--- config.mk ---
export PLATFORM = sky130hd
export DESIGN_NAME = skqt_ctrl
export DESIGN_NICKNAME = d
export VERILOG_FILES = /design/src/skqt_pkg.sv /design/src/skqt_ctrl.sv
export SDC_FILE = /design/constraint.sdc
export NUM_CORES = 1
export LEC_CHECK = 0
export ABC_AREA = 1
export BUFFER_PORTS_ARGS = -buffer_cell sky130_fd_sc_hd__buf_2
export CAP_MARGIN = 20
export CELL_PAD_IN_SITES_DETAIL_PLACEMENT = 1
export CELL_PAD_IN_SITES_GLOBAL_PLACEMENT = 2
export CORE_MARGIN = 2
export CORE_UTILIZATION = 19
export DETAILED_ROUTE_END_ITERATION = 8
export PLACE_DENSITY = 0.74
export SLEW_MARGIN = 20
export SYNTH_ARGS = -nofsm -noshare
export SYNTH_HDL_FRONTEND = slang
export SYNTH_SLANG_ARGS = --single-unit
--- constraint.sdc ---
create_clock -name clk -period 1.35 [get_ports clk]
set_input_delay 0.27 -clock clk [delete_from_list [all_inputs] [get_ports clk]]
set_output_delay 0.27 -clock clk [all_outputs]
set_load 0.01 [all_outputs]
--- src/skqt_pkg.sv ---
// types, codes and controller/datapath signal groups for the sorted key/quantity table
// no dependencies
`default_nettype none

package skqt_pkg;

	localparam logic [1:0] CMD_INSERT = 2'd0;
	localparam logic [1:0] CMD_SEARCH = 2'd1;
	localparam logic [1:0] CMD_UPDATE = 2'd2;

	localparam logic [1:0] ST_OK      = 2'd0;
	localparam logic [1:0] ST_FULL    = 2'd1;
	localparam logic [1:0] ST_DUP     = 2'd2;
	localparam logic [1:0] ST_MISSING = 2'd3;

	typedef struct packed {
		logic [1:0]         command;
		logic signed [31:0] key;
		logic signed [31:0] amount;
	} skqt_req_t;

	typedef struct packed {
		logic [1:0]         status;
		logic signed [31:0] quantity;
	} skqt_rsp_t;

	typedef enum logic [1:0] {
		QS_ZERO,
		QS_READ,
		QS_AMOUNT,
		QS_SUM
	} skqt_qsel_t;

	typedef struct packed {
		logic       load;
		logic       scan_step;
		logic       pos_load;
		logic       shift_start;
		logic       shift_step;
		logic       ins_write;
		logic       upd_write;
		logic       res_set;
		logic [1:0] res_status;
		skqt_qsel_t res_sel;
		logic       out_load;
	} skqt_ctl_t;

	typedef struct packed {
		logic [1:0] command;
		logic       full;
		logic       scan_hit;
		logic       found;
		logic       no_shift;
		logic       shift_last;
		logic       out_free;
	} skqt_sts_t;

endpackage

`default_nettype wire

--- src/skqt_ctrl.sv ---
// controller state machine: scan, shift, write-back and result hand-off
// depends on skqt_pkg
`default_nettype none

module skqt_ctrl
	import skqt_pkg::*;
(
	input  wire logic      clk,
	input  wire logic      arst_n,
	input  wire logic      req_valid,
	output logic           req_stall,
	input  wire skqt_sts_t sts,
	output skqt_ctl_t      ctl
);

	typedef enum logic [2:0] {
		S_IDLE,
		S_SCAN,
		S_SHIFT,
		S_INS_WR,
		S_UPD_WR,
		S_REPORT
	} state_t;

	state_t state_q;
	state_t state_nxt;

	always_ff @(posedge clk or negedge arst_n) begin
		if (!arst_n) begin
			state_q <= S_IDLE;
		end else begin
			state_q <= state_nxt;
		end
	end

	assign req_stall = (state_q != S_IDLE);

	always_comb begin
		ctl       = '0;
		ctl.res_sel = QS_ZERO;
		state_nxt = state_q;
		unique case (state_q)
			S_IDLE: begin
				if (req_valid) begin
					ctl.load  = 1'b1;
					state_nxt = S_SCAN;
				end
			end
			S_SCAN: begin
				if (!sts.scan_hit) begin
					ctl.scan_step = 1'b1;
				end else begin
					ctl.pos_load = 1'b1;
					ctl.res_set  = 1'b1;
					state_nxt    = S_REPORT;
					unique case (sts.command)
						CMD_INSERT: begin
							if (sts.full) begin
								ctl.res_status = ST_FULL;
							end else if (sts.found) begin
								ctl.res_status = ST_DUP;
							end else begin
								ctl.res_set = 1'b0;
								if (sts.no_shift) begin
									state_nxt = S_INS_WR;
								end else begin
									ctl.shift_start = 1'b1;
									state_nxt       = S_SHIFT;
								end
							end
						end
						CMD_SEARCH: begin
							if (sts.found) begin
								ctl.res_status = ST_OK;
								ctl.res_sel    = QS_READ;
							end else begin
								ctl.res_status = ST_MISSING;
							end
						end
						CMD_UPDATE: begin
							if (sts.found) begin
								ctl.res_status = ST_OK;
								ctl.res_sel    = QS_SUM;
								state_nxt      = S_UPD_WR;
							end else begin
								ctl.res_status = ST_MISSING;
							end
						end
						default: begin
							ctl.res_status = ST_MISSING;
						end
					endcase
				end
			end
			S_SHIFT: begin
				ctl.shift_step = 1'b1;
				if (sts.shift_last) begin
					state_nxt = S_INS_WR;
				end
			end
			S_INS_WR: begin
				ctl.ins_write  = 1'b1;
				ctl.res_set    = 1'b1;
				ctl.res_status = ST_OK;
				ctl.res_sel    = QS_AMOUNT;
				state_nxt      = S_REPORT;
			end
			S_UPD_WR: begin
				ctl.upd_write = 1'b1;
				state_nxt     = S_REPORT;
			end
			S_REPORT: begin
				if (sts.out_free) begin
					ctl.out_load = 1'b1;
					state_nxt    = S_IDLE;
				end
			end
			default: begin
				state_nxt = S_IDLE;
			end
		endcase
	end

endmodule

`default_nettype wire

=== Word-level counts from Yosys, hierarchy flattened ===
Cells that the tools add are included.

* Flip-flop bits (word level): 3
* Output and inout bits: 14
* Logic and storage cells: 54

* Equality and inequality tests: 11
* Muxes and demuxes: 36
* Reductions and logical operators: 6

{| class="wikitable"
|+ Operator list
! kind !! number
|-
| $mux W3 || 7
|-
| $mux W1 || 18
|-
| $pmux W3 S5 || 1
|-
| $mux W2 || 5
|-
| $pmux W5 S2 || 1
|-
| $ne A2 B2 Y1 const B || 4
|-
| $pmux W2 S2 || 2
|-
| $eq A3 B2 Y1 const B || 2
|-
| $eq A3 B3 Y1 const B || 2
|-
| $pmux W3 S2 || 1
|-
| $mux W5 || 1
|-
| $reduce_and A4 Y1 || 1
|-
| $reduce_or A2 Y1 || 2
|-
| $eq A3 B1 Y1 const B || 1
|-
| $logic_not A3 Y1 || 1
|-
| $reduce_bool A3 Y1 || 1
|-
| $eq A2 B1 Y1 const B || 1
|-
| $eq A2 B2 Y1 const B || 1
|-
| $logic_not A2 Y1 || 1
|}

=== Depth between registers and ports, before layout ===
Gate-level depths: netlist of the first run.

* Depth in word-level cells: 6
* Mapped depth: 9
* Mapped depth without buffers: 9

=== Worst setup path after synthesis of the first run ===
No wires, ideal clock.

* Path type: reg-to-output
* Start point: register state_q[2]
* End point: output port ctl[1] (netlist bit)
* Arrival time: 1.082 ns
* Data required time: 1.080 ns
* Path slack: -0.002 ns
* Stages on the path, launching flop included: 8
* Cell sequence: dfrtp_1 > inv_2 > nand2_2 > nor2_2 > inv_2 > nor2_4 > inv_2 > nor3_2

{| class="wikitable"
|+ RTL lines
! element !! line !! RTL
|-
| start, declared || skqt_ctrl.sv:25 || <nowiki>state_t state_q;</nowiki>
|-
| start signal, assigned || skqt_ctrl.sv:32 || <nowiki>state_q <= state_nxt;</nowiki>
|-
| end, declared || skqt_ctrl.sv:13 || <nowiki>output skqt_ctl_t ctl</nowiki>
|}

==> results of run 1 <==
## area by class of cell
class	count	area (µm²)	area share, %
multi-input cells	57	380	40.3
well taps	28	35.0	3.71
repair buffers	49	348	36.9
clock buffers	4	26.3	2.79
inverters	19	76.3	8.09
flip-flops and latches	3	77.6	8.22
## through the flow
step	total power, mW	cells	cell area [µm²]
floorplan	0.579	79	458
detailed placement	0.926	144	711
global route	1.75	160	943
CTS	1.37	155	858
global placement	0.903	144	711
finish	1.61	160	943
## final timing paths
check                            from          to  cells past startpoint
setup reg to reg           state_q[0]  state_q[1]                     11
min in group clk               sts[0]  state_q[2]                      4
max in group asynchronous      arst_n  state_q[0]                      2
hold reg to reg            state_q[0]  state_q[2]                      3
hold / removal                 arst_n  state_q[2]                      2
setup / recovery           state_q[2]      ctl[1]                      8
## critical path, cell delays in order, from the launching register on
cell and delay, ps:
dfrtp_1 380, inv_2 80, nand2_4 60, nor2_4 90
inv_2 50, nor2_4 130, inv_4 70, nor3_2 110
buf_2 150
## placed cells by master, fill, tap and decap left out, drive strengths merged
master	n
ha	5
a21oi	3
and2	1
nor3	3
nor2	14
o21bai	1
nand2	20
dfrtp	3
buf	48
dlygate4sd3	1
o21ai	4
nand4	2
inv	19
nand3	4
clkbuf	4
## logic make-up after synthesis
| group | synth area share (%) |
|---|---|
| and+or+nand+nor | 44.3 |
| AOI/OAI and AO/OA | 10.1 |
| buffers and inverters | 15.6 |
| adders and majority gates | 13.7 |
| DFF | 16.4 |
## report_power, final
group          switching (mW)  total, mW  internal (mW)
combinational           0.620       1.28          0.661
sequential             0.0385      0.167          0.129
clock                  0.0522      0.163          0.111
total                   0.711       1.61          0.901
## timing repair
action	in CTS	in global routing
endpoints found under the setup margin	14	14
pin swaps	2	5
gates resized for setup	18	17
gates cloned	0	0
endpoints found under the hold margin	3	0
hold buffers	1	0
setup buffers	6	8
## metal layers
| metal | part of all wire (%) | vias up | wire, µm | global-route usage [%] |
|---|---|---|---|---|
| met5 | 0 | - | 0 | 0 |
| met4 | 2.3 | 0 | 43 | 6.41 |
| met3 | 4.3 | 6 | 79 | 2.54 |
| met2 | 53 | 19 | 970 | 26.7 |
| met1 | 40 | 304 | 740 | 14.3 |
| li1 | - | 344 | - | - |
==> results.toml, run 1 <==
[drt]
dr_total_vias = 673
via_per_inst = 4.21
drc_errors = 0
first_pass_iters = 2
finalWirelength_um = 1830
wl_per_cell_um = 11.5
drt_iter0_drc = 5
drtAntennaViolNets = 0

[global_route]
grt-ovfl-total = 0
grt.total_usage_pct = 13.9
grt_pass1_wl_um = 2710
grt_max_degree = 7
antenna_found_initial = 0
grt_pass1_vias = 617

[die]
die-width_um = 53.1
core_um2 = 2250
start_util_pct = 20.3
die_y_um = 53.1
dieArea_um2 = 2820
num_io_pins = 25
fp-row-count = 17

[synth]
yosys.area.top_type_share_pct = 16.4
synth_top_area_cell = "dfrtp_1"
synthFlopType = "dfrtp_1"
yosys_register_bits = 3
synth_area_per_cell_um2 = 5.80
synth_area_um2 = 458
syn-num-nets = 95
synth.area.top_cells = "dfrtp_1 (16%), nand2_1 (16%), ha_1 (14%)"
ys_seq_area_share_pct = 16.4
synth.top_cells.by_count = "nand2_1 (19), inv_1 (16), nor2_1 (11)"
synth_cell_type_count = 18
synth.most_common_cell = "nand2_1"
ys_async_sr_fraction_pct = 100
yosys_warnings = 0
synthCells = 79
synth-edff-count = 0

[power]
ir_drop_v = 0.000897
p_leak_nw = 0.562
power_density_nw_per_um2 = 1710

[hold_path]
hp-class = "in -> async"

[final_layout]
biggestRegsByFlops = "state_q x3"
drive_above_1_share_pct = 57.6
largest_reg_flops = 3
n_antenna_cell = 0
nNetsFinal = 149
max_flop_register = "state_q"
fillCellCount = 302
final_util_pct = 41.8
syn2layout_area_growth_pct = 106

[critical_path]
path_class = "reg -> out"
reg2reg_setup_slack_ps = -60
endpoint_kind = "output port"
critical_path_arrival_ps = 1350
cp_data_required_time_ps = 1080
startpoint_type = "flip-flop"
critPathMaxFanout = 5

[status]
status = "finished, violations left"
violations = "setup timing"

[timing]
hold_viol = 0
min_period_over_period_pct = 120
relSlewSlack_pct = 86.3
rsz0062_at_grt = "true"
setup_viol_count_final = 17
layout_min_cycle_time_ps = 1620
tns_ps = -2560
fmax_mhz = 617
whs_ps = 372
tightest_slew_ps = 203
finClkSkew_ps = 2.20
finalWorstSetupSlack_ps = -271
slew_violations = 0

[job]
maxCapViolCount = 0

[clocking]
clock-sinks = 3
clk_latency_ps = 240
clk_path_buf_depth = 2
cts_buffers = 3
clk_pin_slew_ps = 40
htree_levels = 1
cts_tree = "done"
root_buffer = "clkbuf_4"

[placed_design]
pre_cts_slack_ps = -181
gp_congestion = 0.824
place_hpwl_um = 1340
port_buffers = 24
No activity file was read; power rests on OpenSTA's default activity.
==> inputs of run 2 (changes only) <==
--- a/config.mk
+++ b/config.mk
@@ -11,9 +11,10 @@
 export CELL_PAD_IN_SITES_DETAIL_PLACEMENT = 1
 export CELL_PAD_IN_SITES_GLOBAL_PLACEMENT = 2
 export CORE_MARGIN = 2
-export CORE_UTILIZATION = 19
+export CORE_UTILIZATION = 17
+export CTS_CLUSTER_SIZE = 14
 export DETAILED_ROUTE_END_ITERATION = 8
-export PLACE_DENSITY = 0.74
+export PLACE_DENSITY = 0.7
 export SLEW_MARGIN = 20
 export SYNTH_ARGS = -nofsm -noshare
 export SYNTH_HDL_FRONTEND = slang
==> constraint.sdc (replaced) <==
create_clock -name clk -period 1.3 [get_ports clk]
set_input_delay 0.26 -clock clk [delete_from_list [all_inputs] [get_ports clk]]
set_output_delay 0.26 -clock clk [all_outputs]
set_load 0.01 [all_outputs]
==> run 2 against run 1 <==
Compared with the run above: the run still ends with setup timing left; critical endpoint unchanged; non-clock buffer count grew 2; core utilization decreased by 4.2 points; first-iteration DRC count grew 40%; sequential power barely moved; cell count up 2.5%.
==> results.toml, run 2 (synthesis gave the netlist of run 1 again) <==
[critical_path]
slowest_stage = "dfrtp_1"
critPathMaxFanout = 5
startpoint_type = "flip-flop"
critical_path_arrival_ps = 1360
rr_worst_depth = 9
path_class = "reg -> out"
cp_top_family = "flip-flops"
crit_chain = "inv_2 > nand2_4 > nor2_4 > inv_2 > nor2_4 > inv_4 > nor3_2 > buf_2"
cp.depth = 8
cp_data_required_time_ps = 1040
path_buf_inv = 4
endpoint_kind = "output port"
slowest_delay_ps = 390

[final_layout]
n_antenna_cell = 0
stdcell_count = 164
fin_area_um2 = 948
final_cell_mix = "buf_4 (21), buf_2 (20), inv_1 (14), nand2_1 (14)"
mostFrequentLayoutCell = "buf_4"
largest_reg_flops = 3
max_flop_register = "state_q"
drive_above_1_share_pct = 56.0
syn2layout_area_growth_pct = 107
nNetsFinal = 151
biggestRegsByFlops = "state_q x3"

[global_route]
grt_pass1_vias = 718
gr-usage-met1_pct = 12.2
grt.total_usage_pct = 12.2
grt_max_degree = 7
grt-ovfl-total = 0
met2_usage_pct = 24.1
grt_pass1_wl_um = 2940
top_usage_layer = "met2"
antenna_found_initial = 0
use_met3_pct = 2.33

[power]
ir_drop_v = 0.000798
power_density_nw_per_um2 = 1720
p_leak_nw = 0.573

[placed_design]
port_buffers = 24
dp_cells = 147
gp_congestion = 0.739
post_dp_cell_area_um2 = 721
place_hpwl_um = 1400

[drt]
via_per_inst = 4.16
drt_iter0_drc = 7
finalWirelength_um = 1860
wl_per_cell_um = 11.3
dr_total_vias = 682
drtAntennaViolNets = 0
first_pass_iters = 2
drc_errors = 0

[timing]
finalWorstSetupSlack_ps = -321
finClkSkew_ps = 1.08
slew_violations = 0
rsz0062_at_grt = "true"
fmax_mhz = 617
tightest_slew_ps = 194
min_period_over_period_pct = 125
relSlewSlack_pct = 86.9
setup_viol_count_final = 17
layout_min_cycle_time_ps = 1620
hold_viol = 0

[die]
dieArea_um2 = 3120
fp-row-count = 18
core_um2 = 2520
die-width_um = 55.9
die_y_um = 55.9
num_io_pins = 25
start_util_pct = 18.2

[clocking]
clk_pin_slew_ps = 40
clock-sinks = 3
clk_latency_ps = 230
htree_levels = 1
clk_path_buf_depth = 2
root_buffer = "clkbuf_4"
cts_buffers = 3
cts_tree = "done"

[status]
violations = "setup timing"
status = "finished, violations left"

[job]
maxCapViolCount = 0

[hold_path]
hp-class = "in -> async"
==> run 2: report_power, final <==
part / internal, mW / switching [mW] / total (mW)
Clock: 0.115 / 0.0456 / 0.160
Sequential: 0.131 / 0.0360 / 0.167
Combinational: 0.683 / 0.623 / 1.31
Total: 0.928 / 0.705 / 1.63
==> run 2: what timing repair did <==
action	in CTS	in global routing
gates cloned	0	0
endpoints found under the hold margin	3	0
pin swaps	3	2
endpoints found under the setup margin	14	17
setup buffers	10	4
resized for setup	14	14
hold buffers	1	0
==> run 2: per-stage QoR <==
step                total power, mW  setup TNS [ps]  util [%]  setup slack, ps  hold slack, ps
finish                         1.63           -3450      37.6             -321             353
floorplan                     0.601            -185         -            -41.6           -35.6
global route                   1.77           -4770      37.6             -396             350
detailed placement            0.964            -989      28.6             -224            60.3
CTS                            1.43           -3290      34.9             -307             339
global placement              0.942            -580      28.6             -121            56.3
==> run 2: worst paths after layout <==
kind	from	endpoint	slack [ps]
setup / recovery	state_q[2]	ctl[1]	-320
hold / removal	arst_n	state_q[2]	350
setup reg to reg	state_q[0]	state_q[2]	-40
hold reg to reg	state_q[2]	state_q[1]	830
max in group asynchronous	arst_n	state_q[1]	830
min in group clk	sts[1]	state_q[1]	370
==> run 2: cell type report <==
type / instances / area [µm²]
fill: 330 / 1570
inverter: 19 / 73.8
tap: 30 / 37.5
multi-input combinational: 57 / 365
sequential: 3 / 76.3
timing repair buffer: 51 / 369
clock buffer: 4 / 26.3
==> run 2: routing by layer <==
| layer | vias up | routed length (µm) |
|---|---|---|
| met3 | 2 | 80 |
| met5 | - | 0 |
| met4 | 0 | 8 |
| met1 | 313 | 712 |
| li1 | 350 | - |
| met2 | 17 | 1060 |
==> inputs of run 3 (changes only) <==
--- a/config.mk
+++ b/config.mk
@@ -11,10 +11,10 @@
 export CELL_PAD_IN_SITES_DETAIL_PLACEMENT = 1
 export CELL_PAD_IN_SITES_GLOBAL_PLACEMENT = 2
 export CORE_MARGIN = 2
-export CORE_UTILIZATION = 17
+export CORE_UTILIZATION = 19
 export CTS_CLUSTER_SIZE = 14
 export DETAILED_ROUTE_END_ITERATION = 8
-export PLACE_DENSITY = 0.7
+export PLACE_DENSITY = 0.74
 export SLEW_MARGIN = 20
 export SYNTH_ARGS = -nofsm -noshare
 export SYNTH_HDL_FRONTEND = slang
==> constraint.sdc (replaced) <==
create_clock -name clk -period 1.6 [get_ports clk]
set_input_delay 0.32 -clock clk [delete_from_list [all_inputs] [get_ports clk]]
set_output_delay 0.32 -clock clk [all_outputs]
set_load 0.01 [all_outputs]
==> run 3 against run 2 <==
Compared with the run above: the flow still finishes with violations (setup timing); first-iteration DRC count decreased by 100%; clock power decreased by 16%; die area decreased by 9.8%.
==> results.toml, run 3 (synthesis gave the netlist of run 1 again) <==
[critical_path]
crit_end = "ctl[1]"
slowest_delay_ps = 390
r2r_end = "state_q[2]"
critPathMaxFanout = 5
rr_worst_depth = 6
cp_top_family = "flip-flops"
reg2reg_setup_slack_ps = 410
cp_data_required_time_ps = 1280
endpoint_kind = "output port"
critPathLaunch = "state_q[2]"
cp.depth = 8
critical_path_arrival_ps = 1350
crit_chain = "inv_2 > nand2_4 > nor2_4 > inv_2 > nor2_4 > inv_4 > nor3_2 > buf_2"
slowest_stage = "dfrtp_1"
path_buf_inv = 4
startpoint_type = "flip-flop"
timing.rr.start = "state_q[1]"
path_class = "reg -> out"

[power]
clockPowerShare_pct = 14.4
power_density_nw_per_um2 = 1250
pwr-share-seq_pct = 15.5
internal_power_uw = 471
switching_share_pct = 49.5
switching_power_uw = 461
ir_drop_v = 0.000474
combPwrFrac_pct = 70.0
p_leak_nw = 0.460

[die]
die_y_um = 53.1
core_um2 = 2250
start_util_pct = 20.3
dieArea_um2 = 2820
num_io_pins = 25
die-width_um = 53.1
fp-row-count = 17

[hold_path]
worstHoldStart = "sts[1]"
hp-class = "in -> reg"

[drt]
drt_iter0_drc = 0
first_pass_iters = 1
drtAntennaViolNets = 0
drc_errors = 0
wl_per_cell_um = 10.3
dr_total_vias = 596
via_per_inst = 4.17
finalWirelength_um = 1480

[global_route]
grt.total_usage_pct = 11.4
grt_pass1_wl_um = 2380
grt_pass1_vias = 579
grt_max_degree = 7
antenna_found_initial = 0
grt-ovfl-total = 0

[timing]
setup_viol_count_final = 6
tightest_slew_ps = 252
finalWorstSetupSlack_ps = -67.3
slew_violations = 0
rsz0062_at_grt = "true"
finClkSkew_ps = 0.300
layout_min_cycle_time_ps = 1670
relSlewSlack_pct = 83.2
hold_viol = 0
fmax_mhz = 600
min_period_over_period_pct = 104

[final_layout]
max_flop_register = "state_q"
syn2layout_area_growth_pct = 62.6
fillCellCount = 308
n_antenna_cell = 0
drive_above_1_share_pct = 43.5
final_cell_mix = "buf_2 (24), nand2_1 (19), inv_1 (14)"
mostFrequentLayoutCell = "buf_2"
biggestRegsByFlops = "state_q x3"
largest_reg_flops = 3
final_util_pct = 33.0
fin_area_um2 = 744
nNetsFinal = 132
seq_area_um2 = 77.6
multiInputGateArea_um2 = 345

[placed_design]
gp_congestion = 0.808
post_dp_cell_area_um2 = 636
port_buffers = 24
place_hpwl_um = 1250

[clocking]
cts_buffers = 3
clk_pin_slew_ps = 40
htree_levels = 1
clock-sinks = 3
cts_tree = "done"
clk_latency_ps = 230
clk_path_buf_depth = 2
root_buffer = "clkbuf_4"

[status]
status = "finished, violations left"
violations = "setup timing"

[job]
maxCapViolCount = 0
-- run 3: changes by cell type in the layout (fill, tap and decap cells not counted), sizes merged --
cell	before	now
buf	50	31
-- run 3: worst register-to-register path, delay by kind of cell, from the launching register on --
kind             cells  cell delay, ps
and+or+nand+nor      6             620
DFF                  1             450
-- run 3: through the flow --
| stage | setup WS (ps) | power, mW | TNS, ps | hold slack, ps | std cells |
|---|---|---|---|---|---|
| after detailed placement | 4.52 | 0.687 | 0 | 119 | 134 |
| after CTS | -73.8 | 0.912 | -266 | 385 | 142 |
| final | -67.3 | 0.933 | -239 | 388 | 143 |
| after global routing | -156 | 1.03 | -929 | 419 | 143 |
| after global placement | 43.5 | 0.669 | 0 | 114 | 134 |
| after floorplan | 198 | 0.488 | 0 | 24.4 | 79 |
-- run 3: what timing repair did --
action	CTS	global route
gates resized for setup	5	6
hold buffers	1	0
cloned	0	0
setup endpoints to repair	8	10
hold endpoints to repair	3	0
pin swaps	1	5
setup buffers	3	1
-- run 3: how the worst min path moves through the flow --
| stage | slack (ps) | depth (start not counted) | endpoint |
|---|---|---|---|
| 6_report | 390 | 4 | state_q[1] |
| 5_1_grt | 420 | 2 | state_q[2] |
| 4_1_cts | 390 | 4 | state_q[1] |
| 3_5_place_dp | 120 | 1 | state_q[0] |
| 3_3_place_gp | 110 | 1 | state_q[0] |
| 2_1_floorplan | 20 | 0 | state_q[0] |
-- run 3: layout make-up --
| cell class | instances | share of cell area [%] |
|---|---|---|
| sequential | 3 | 10.4 |
| tap | 28 | 4.71 |
| inverter | 19 | 9.92 |
| multi-input combinational | 57 | 46.4 |
| clock buffer | 4 | 3.53 |
| timing repair buffer | 32 | 25.0 |
-- run 3: layer usage --
layer  share of wire [%]  vias to the layer above  track usage (%)
met4                0.54                        0             5.13
met3                 4.7                        2                0
met5                   0                        -                0
met2                  50                       15             20.4
li1                    -                      312                -
met1                  44                      267             14.2
-- run 3: power by group through the flow --
stage / combinational [mW] / sequential (mW) / clock, mW
floorplan: 0.353 / 0.135 / 0
global placement: 0.522 / 0.147 / 0
detailed placement: 0.542 / 0.145 / 0
CTS: 0.631 / 0.141 / 0.141
global route: 0.739 / 0.149 / 0.146
finish: 0.653 / 0.145 / 0.134
